[config.mk]
export PLATFORM = sky130hd
export DESIGN_NAME = msc_alu
export DESIGN_NICKNAME = d
export VERILOG_FILES = /design/src/hw/rtl/msc_pkg.sv /design/src/hw/rtl/msc_alu.sv
export SDC_FILE = /design/constraint.sdc
export NUM_CORES = 2
export LEC_CHECK = 0
export BUFFER_PORTS_ARGS = -buffer_cell sky130_fd_sc_hd__clkbuf_2
export CAP_MARGIN = 30
export CORE_MARGIN = 4
export CORE_UTILIZATION = 42
export CTS_BUF_LIST = sky130_fd_sc_hd__clkbuf_16
export DETAILED_ROUTE_END_ITERATION = 12
export PLACE_DENSITY_LB_ADDON = 0.05
export SLEW_MARGIN = 0
export SYNTH_ARGS = -nofsm -noshare
export SYNTH_HDL_FRONTEND = slang
export SYNTH_SLANG_ARGS = --single-unit
[constraint.sdc]
create_clock -name clk -period 8.6 [get_ports clk]
set_input_delay 0 -clock clk [delete_from_list [all_inputs] [get_ports clk]]
set_output_delay 0 -clock clk [all_outputs]
set_load 0.02 [all_outputs]
[src/hw/rtl/msc_pkg.sv]
package msc_pkg;

  // Input item modes.
  localparam logic MODE_LOAD = 1'b0;
  localparam logic MODE_STEP = 1'b1;

  // Configuration register indexes.
  localparam logic [2:0] REG_MASSES  = 3'd0;
  localparam logic [2:0] REG_SPRING  = 3'd1;
  localparam logic [2:0] REG_REST    = 3'd2;
  localparam logic [2:0] REG_DT      = 3'd3;
  localparam logic [2:0] REG_DT_MASS = 3'd4;

  // Configuration reset values.
  localparam logic [5:0]  RST_MASSES  = 6'd10;
  localparam logic [30:0] RST_SPRING  = 31'd65536;
  localparam logic [30:0] RST_REST    = 31'd65536;
  localparam logic [30:0] RST_DT      = 31'd655;
  localparam logic [30:0] RST_DT_MASS = 31'd655;

  // Operations of the shared arithmetic unit.
  typedef enum logic [3:0] {
    OP_MULQ   = 4'b0001,
    OP_MULRAW = 4'b0010,
    OP_SQRT   = 4'b0100,
    OP_DIV    = 4'b1000
  } alu_op_t;

  // Request to the arithmetic unit.
  typedef struct packed {
    alu_op_t            op;
    logic signed [33:0] a;
    logic signed [32:0] b;
    logic [63:0]        wide;
  } alu_cmd_t;

  // Response from the arithmetic unit.
  typedef struct packed {
    logic               done;
    logic signed [63:0] res;
  } alu_rsp_t;

  // Clamp a wide signed value to the signed 32-bit range.
  function automatic logic signed [31:0] sat32(input logic signed [64:0] v);
    if (v > 65'sd2147483647) begin
      return 32'sh7fffffff;
    end else if (v < -65'sd2147483648) begin
      return 32'sh80000000;
    end else begin
      return v[31:0];
    end
  endfunction

endpackage

[src/hw/rtl/msc_alu.sv]
module msc_alu import msc_pkg::*; #(
  parameter int FRAC_BITS = 16
) (
  input  logic     clk,
  input  logic     rst,
  input  logic     start,
  input  alu_cmd_t cmd,
  output alu_rsp_t rsp
);

  localparam int QW = FRAC_BITS + 1;

  typedef enum logic [4:0] {
    A_IDLE = 5'b00001,
    A_MUL1 = 5'b00010,
    A_MUL2 = 5'b00100,
    A_SQRT = 5'b01000,
    A_DIV  = 5'b10000
  } astate_t;

  astate_t            astate;
  logic [5:0]         cnt;
  logic               done;
  logic signed [63:0] res;
  alu_op_t            op_q;
  logic [33:0]        a_m;
  logic [32:0]        b_m;
  logic               neg;
  logic [66:0]        prod;
  logic [63:0]        sv;
  logic [35:0]        rem;
  logic [31:0]        root;
  logic [QW-1:0]      quo;

  logic [33:0] a_mag;
  logic [32:0] b_mag;
  logic [66:0] rnd;
  logic [63:0] mul_mag;
  logic [35:0] rem_sh;
  logic [35:0] trial;
  logic        sq_ge;
  logic [31:0] root_nx;
  logic        dv_ge;
  logic [33:0] rem_dv;
  logic [QW-1:0] quo_nx;
  logic [63:0] qext;

  // Operand magnitudes.
  assign a_mag = cmd.a[33] ? (~cmd.a + 34'd1) : cmd.a;
  assign b_mag = cmd.b[32] ? (~cmd.b + 33'd1) : cmd.b;

  // Product rounding, ties away from zero on the magnitude.
  assign rnd     = (prod + (67'd1 << (FRAC_BITS - 1))) >> FRAC_BITS;
  assign mul_mag = (op_q == OP_MULQ) ? rnd[63:0] : prod[63:0];

  // One digit of the square root per cycle.
  assign rem_sh  = {rem[33:0], sv[63:62]};
  assign trial   = {2'b00, root, 2'b01};
  assign sq_ge   = rem_sh >= trial;
  assign root_nx = {root[30:0], sq_ge};

  // One quotient bit of the division per cycle.
  assign dv_ge  = rem[33:0] >= {1'b0, b_m};
  assign rem_dv = dv_ge ? (rem[33:0] - {1'b0, b_m}) : rem[33:0];
  assign quo_nx = {quo[QW-2:0], dv_ge};
  assign qext   = {{(64 - QW){1'b0}}, quo_nx};

  assign rsp = '{done: done, res: res};

  // Sequencing of the unit and its datapath.
  always_ff @(posedge clk) begin
    if (rst) begin
      astate <= A_IDLE;
      cnt    <= '0;
      done   <= 1'b0;
    end else begin
      unique case (astate)
        A_IDLE: begin
          done <= 1'b0;
          if (start) begin
            op_q <= cmd.op;
            a_m  <= a_mag;
            b_m  <= b_mag;
            // A quotient takes the sign of the dividend alone.
            neg  <= (cmd.op == OP_DIV) ? cmd.a[33] : (cmd.a[33] ^ cmd.b[32]);
            sv   <= cmd.wide;
            rem  <= (cmd.op == OP_DIV) ? {2'b00, a_mag} : 36'd0;
            root <= '0;
            quo  <= '0;
            cnt  <= '0;
            unique case (cmd.op)
              OP_MULQ, OP_MULRAW: astate <= A_MUL1;
              OP_SQRT: astate <= A_SQRT;
              OP_DIV: astate <= A_DIV;
              default: astate <= A_IDLE;
            endcase
          end
        end
        A_MUL1: begin
          done   <= 1'b0;
          prod   <= 67'(a_m) * 67'(b_m);
          astate <= A_MUL2;
        end
        A_MUL2: begin
          res    <= neg ? -$signed(mul_mag) : $signed(mul_mag);
          done   <= 1'b1;
          astate <= A_IDLE;
        end
        A_SQRT: begin
          rem  <= sq_ge ? (rem_sh - trial) : rem_sh;
          root <= root_nx;
          sv   <= {sv[61:0], 2'b00};
          cnt  <= cnt + 6'd1;
          done <= (cnt == 6'd31);
          if (cnt == 6'd31) begin
            res    <= $signed({32'd0, root_nx});
            astate <= A_IDLE;
          end
        end
        A_DIV: begin
          rem  <= {1'b0, rem_dv, 1'b0};
          quo  <= quo_nx;
          cnt  <= cnt + 6'd1;
          done <= (cnt == 6'(QW - 1));
          if (cnt == 6'(QW - 1)) begin
            res    <= neg ? -$signed(qext) : $signed(qext);
            astate <= A_IDLE;
          end
        end
        default: begin
          done   <= 1'b0;
          astate <= A_IDLE;
        end
      endcase
    end
  end

  // A result is only flagged as the unit goes back to idle.
  a_done_idle: assert property (@(posedge clk) disable iff (rst)
    done |-> astate == A_IDLE) else $error("result flagged while unit busy");
  a_start_idle: assert property (@(posedge clk) disable iff (rst)
    (astate == A_IDLE && start && (cmd.op == OP_SQRT)) |=> astate == A_SQRT)
    else $error("square root did not start");
  a_sqrt_len: assert property (@(posedge clk) disable iff (rst)
    (astate == A_SQRT) |-> cnt <= 6'd31) else $error("square root overran");

endmodule

* Yosys cells after proc, flatten, opt, wreduce, memory -nomap -nowiden
Cells that the tools add are included.
Cells by class: reductions and logical operators 15, equal/unequal tests 15, order comparisons 2, $mul 1, bitwise logic cells 4, add/sub/neg operators 8, mux-type cells 28
Operators with widths (number):
- $mux W64 | 6
- $pmux W64 S3 | 1
- $mux W34 | 4
- $pmux W64 S2 | 1
- $pmux W34 S3 | 1
- $add A67 B16 Y67 const B | 1
- $mul A34 B33 Y67 | 1
- $mux W32 | 2
- $neg A17 Y64 | 1
- $neg A64 Y64 | 1
- $pmux W32 S2 | 1
- $ge A36 B34 Y1 | 1
- $add A34 B1 Y34 const B | 1
- $ge A34 B33 Y1 | 1
- $not A34 Y34 | 1
- $sub A34 B34 Y34 | 1
- $add A33 B1 Y33 const B | 1
- $mux W33 | 1
- $not A33 Y33 | 1
- $sub A33 B33 Y33 | 1
- $pmux W16 S2 | 1
- $pmux W5 S4 | 1
- $mux W16 | 1
- $mux W5 | 3
- 25 further kinds | 38
Storage, ports and cells: register bits after elaboration 361, logic and storage cells 87, output and inout bits 65, input bits 138

* Longest topological paths before layout
depth after elaboration 6, gate-level depth with buffers 31, mapped depth without buffers 28

* Worst setup path after synthesis
No wires, ideal clock.
path type register to register, start point register b_m[5], end point register prod[65], data pin, clock period less this slack 7.970 ns, setup slack 0.630 ns, library setup time 0.265 ns, cell stages (with the launch flop) 30, buffers on the path 3, arrival time 7.705 ns, required time 8.335 ns, cell sequence edfxtp_1 > clkbuf_1 > clkbuf_1 > nand2_1 > fa_1 > inv_1 > fa_1 > inv_1 > fa_1 > fa_1 > inv_1 > fa_1 > fa_1 > fa_1 > inv_1 > fa_1 > inv_1 > ha_1 > clkbuf_1 > o21a_1 > o211ai_1 > a21o_1 > a211oi_1 > a21oi_1 > a31oi_1 > o2111ai_1 > o31ai_1 > a211oi_1 > o21ai_0 > xor2_1
On the way: word-level cells in the longest chain between the ends 1
Ends and longest elaborated chain:
- start: declaration | RTL line msc_alu.sv:27 | logic [32:0] b_m;
- start signal: assignment | RTL line msc_alu.sv:83 | b_m <= b_mag;
- $mul A34 B33 Y67 | RTL line msc_alu.sv:101 | prod <= 67'(a_m) * 67'(b_m);
- end signal: assignment | RTL line msc_alu.sv:101
- end: declaration | RTL line msc_alu.sv:29 | logic [66:0] prod;
Every way passes these cells. A chain may end at the register's enable or synchronous reset.

* Final worst setup path
start point register b_m[12], end point register prod[61], data pin
The elaborated chain is that of the path after synthesis.

==> metrics.log <==
[metrics] r2r worst-path depth: 28
[metrics] Mapped Avg Cell Area: 9.180 sq um
[metrics] Tot GR Track Use: 27.00%
[metrics] number of violations reported at the end of detailed-routing iteration 0: between 3000 and 4000
[metrics] vias per cell: 5.353
[metrics] number of maximum-capacitance constraint violations: 0
[metrics] number of sinks on the clock net: 361
[metrics] most numerous cell on the critical path: sky130_fd_sc_hd__fa_1
[metrics] worst hold path type: input port to flop
[metrics] status: complete, no violations
[metrics] insertion delay of the later-clocked pin in the worst-skew pair: 650 ps
[metrics] core region area: approximately 140000 sq um
[metrics] number of global-route vias before repair: 47750
[metrics] number of clock buffers inserted by TritonCTS: 48
[metrics] number of max-slew violations in the final report: 0
[metrics] clock tree from TritonCTS: yes
[metrics] DRC viols: 0
[metrics] GPL Wtd Cong: around 0.89
[metrics] Avg WL per Cell: 22.77 um
[metrics] DR pass1 iterations: 6
[metrics] count of flip-flops with a built-in enable after synthesis: 349
[metrics] Slew headroom: a little under a third
[metrics] slowest cell on the critical path: sky130_fd_sc_hd__fa_1
[metrics] nature of the critical path endpoint: flop
[metrics] worst min-delay path startpoint: cmd[117]
[metrics] number of antenna violations at the first check in global routing: 4
[metrics] final count of negative-setup-slack endpoints: 0
[metrics] H-tree levels: 2
[metrics] setup repair after global routing missed its margin: false
[metrics] actual slew at the worst max-slew pin: between 1000 and 1500 ps
[metrics] Synth Net Count: slightly below 8000
[metrics] chip width: approximately 380 um
[metrics] placed wire-length estimate after detailed placement: between 150000 and 200000 um
[metrics] summed negative setup slack over all endpoints: 0 ps
[metrics] commonest non-fill, non-tap cells in the layout: 1140 x sky130_fd_sc_hd__inv_1, 1015 x sky130_fd_sc_hd__nand2_1, 990 x sky130_fd_sc_hd__fa_1, 526 x sky130_fd_sc_hd__and2_1, 349 x sky130_fd_sc_hd__edfxtp_1
[metrics] Hold EP: a_m[20]
[metrics] Remaining Overflow, GRT: 0
[metrics] global-route wire length before repair: 298700 um
[metrics] type of the worst setup path: flop to flop
[metrics] pin count of the biggest net entering global routing: roughly 80
[metrics] Detail Route Antenna Nets: 0
[metrics] number of core rows: 136
[metrics] Required @ worst endpoint: 8980 ps
[metrics] Top-Level Pins: 203
[metrics] reg2reg start: b_m[12]
[metrics] Setup crit start kind: flop
[metrics] Layout area overhead: 11.94%
[metrics] final number of hold-violating endpoints: 0
[metrics] final worst clock skew: approximately 40 ps
[metrics] hold path cells: 2
[metrics] most common flop cell mapped by yosys: sky130_fd_sc_hd__edfxtp_1
[metrics] max frequency: 121.1 MHz
[metrics] FF-to-FF setup slack: 340 ps
[metrics] part of the cycle the worst path needs: a little over nine tenths
[metrics] area enclosed by the die boundary: 145200 sq um
[metrics] summed instance area of the synthesized netlist: 58440 sq um
[metrics] critical path fanouts, max: 20
[metrics] filler cell count in the final layout: between 10000 and 15000
[metrics] area taken by flip-flops and latches: 10720 sq um
[metrics] number of warnings issued by yosys: 0
[metrics] Layout Nets: 8088
[metrics] sequential area share after synthesis: 18.34%
[metrics] Reg2Reg Capture Point: prod[61]
[metrics] final wirelength: 192400 um
[metrics] IO buf count: 202
[metrics] via count: 45240
[metrics] kind of cell adding the most delay to the critical path: adder cells
[metrics] most common cell after layout, fill and taps aside: sky130_fd_sc_hd__inv_1
[metrics] maximum clock path buffer count: 3
[metrics] clock transition at the registers of the reported paths: 60 ps
[metrics] initial core utilization: 42.40%
[metrics] number of distinct library cell variants in the gate-level netlist after synthesis: 86
[metrics] multi-input logic area: 42280 sq um
[metrics] number of cells produced by synthesis: 6366
[metrics] height of the die: about 380 um
[metrics] library cell used as clock root buffer: sky130_fd_sc_hd__clkbuf_16
[metrics] number of synthesized register bits: 361
[metrics] buffers plus inverters on the worst setup path: 7
[metrics] maximum single-stage delay on the critical path: around 560 ps
[metrics] proportion of layout cells with a drive suffix above 1: 8.174%
[metrics] Tmin final: 8261 ps
[metrics] ys async rst share: 0%
[metrics] worst hold slack after final layout: roughly 37 ps
[metrics] arrival time at the worst endpoint: 8640 ps
==> final cells by class <==
class                           instances  area share, %
Antenna cell                            2       0.007650
Multi-Input combinational cell       4528          64.63
Sequential cell                       361          16.39
Clock inverter                         38         0.5355
Clock buffer                           48          1.836
Tap cell                             1794          3.431
Timing Repair Buffer                  543          6.648
Inverter                             1137          6.524
==> what timing repair did <==
| action | CTS | global route |
|---|---|---|
| gates resized for setup | 0 | 10 |
| endpoints found under the setup margin | 0 | 9 |
| hold buffers | 152 | 0 |
| buffers inserted | 0 | 9 |
| hold endpoints to repair | 147 | 0 |
==> metal layers <==
layer / vias to the layer above / share of wire, % / global-route usage [%]
met5: - / 0 / 0
met4: 0 / 2.9 / 7.057
met3: 202 / 5.6 / 4.007
met2: 1064 / 48 / 45.31
met1: 23350 / 43 / 36.71
li1: 20630 / - / -
==> synthesized netlist by cell type (9+ instances only) <==
cell / count / area [sq um]
sky130_fd_sc_hd__xnor2_1: 191 / 1673
sky130_fd_sc_hd__o21a_1: 15 / 112.6
sky130_fd_sc_hd__o21ai_1: 9 / 45.04
sky130_fd_sc_hd__dfxtp_1: 12 / 240.2
sky130_fd_sc_hd__a211o_1: 9 / 78.83
sky130_fd_sc_hd__or2_2: 22 / 137.6
sky130_fd_sc_hd__buf_2: 13 / 65.06
sky130_fd_sc_hd__nor3_1: 58 / 290.3
sky130_fd_sc_hd__a21o_1: 87 / 653.1
sky130_fd_sc_hd__nand2b_1: 27 / 168.9
sky130_fd_sc_hd__mux2i_1: 30 / 300.3
sky130_fd_sc_hd__nand3_1: 65 / 325.3
sky130_fd_sc_hd__nor4_1: 30 / 187.7
sky130_fd_sc_hd__a31oi_1: 31 / 193.9
sky130_fd_sc_hd__and3_1: 26 / 162.7
sky130_fd_sc_hd__clkbuf_1: 310 / 1164
sky130_fd_sc_hd__o31ai_1: 43 / 322.8
sky130_fd_sc_hd__or3_1: 35 / 219.0
sky130_fd_sc_hd__buf_1: 11 / 41.29
sky130_fd_sc_hd__or4_1: 37 / 277.8
sky130_fd_sc_hd__nand2_1: 1016 / 3814
sky130_fd_sc_hd__o41ai_1: 13 / 113.9
sky130_fd_sc_hd__nor2b_1: 18 / 112.6
sky130_fd_sc_hd__nor3b_1: 10 / 75.07
sky130_fd_sc_hd__edfxtp_1: 349 / 10480
sky130_fd_sc_hd__nand4_1: 38 / 237.7
sky130_fd_sc_hd__ha_1: 341 / 4267
sky130_fd_sc_hd__a211oi_1: 17 / 127.6
sky130_fd_sc_hd__a21oi_1: 168 / 840.8
sky130_fd_sc_hd__nor2_1: 196 / 735.7
sky130_fd_sc_hd__inv_1: 1136 / 4264
sky130_fd_sc_hd__o211ai_1: 23 / 172.7
sky130_fd_sc_hd__o21bai_1: 17 / 127.6
sky130_fd_sc_hd__o21ai_0: 187 / 935.9
sky130_fd_sc_hd__a221o_1: 12 / 120.1
sky130_fd_sc_hd__fa_1: 990 / 19820
sky130_fd_sc_hd__xor2_1: 78 / 683.2
sky130_fd_sc_hd__and2_1: 526 / 3291
sky130_fd_sc_hd__o221ai_1: 32 / 280.3
==> logic make-up after synthesis <==
group	share of synthesized area (%)
simple gates	18.03
buf+inv	9.560
fa+ha+maj	41.22
xor+xnor	4.032
mux	0.5909
flops	18.34
compound gates	8.232
==> registers in the layout, indices dropped and copies added, names as in the netlist <==
name and cells:
prod 67, res 64, sv 64, a_m 34
rem 34, b_m 33, root 32, quo 16
cnt 6, astate 5, op_q 4, done 1
neg 1
==> how the worst max path moves through the flow <==
stage / start / endpoint / slack (ps) / cells after the start
2_1_floorplan: b_m[5] / prod[65] / 630 / 29
3_3_place_gp: b_m[27] / prod[60] / 50 / 20
3_5_place_dp: a_m[22] / prod[60] / 130 / 23
4_1_cts: a_m[22] / prod[60] / 90 / 23
5_1_grt: b_m[12] / prod[61] / 20 / 28
6_report: b_m[12] / prod[61] / 340 / 28
==> worst register-to-register path, delay by kind of cell, from the launching register on <==
kind            cells  cell delay [ps]
fa+ha+maj           9             4530
compound gates      8             1620
buf+inv             7              800
simple gates        4              630
flops               1              420
==> through the flow <==
| stage | setup slack (ps) | cell area, sq um | utilization (%) | instances |
|---|---|---|---|---|
| 2_1_floorplan | 630.3 | 58440 | - | 6366 |
| 3_3_place_gp | 52.33 | 62170 | 45.10 | 8196 |
| 3_5_place_dp | 128.7 | 62220 | 45.14 | 8202 |
| 4_1_cts | 93.55 | 65300 | 47.37 | 8440 |
| 5_1_grt | 17.60 | 65410 | 47.46 | 8449 |
| 6_report | 339.3 | 65420 | 47.46 | 8451 |
Power is left out: the tool's default activity adds up to more than one toggle a clock period on the data nets, which glitch-free logic cannot reach.
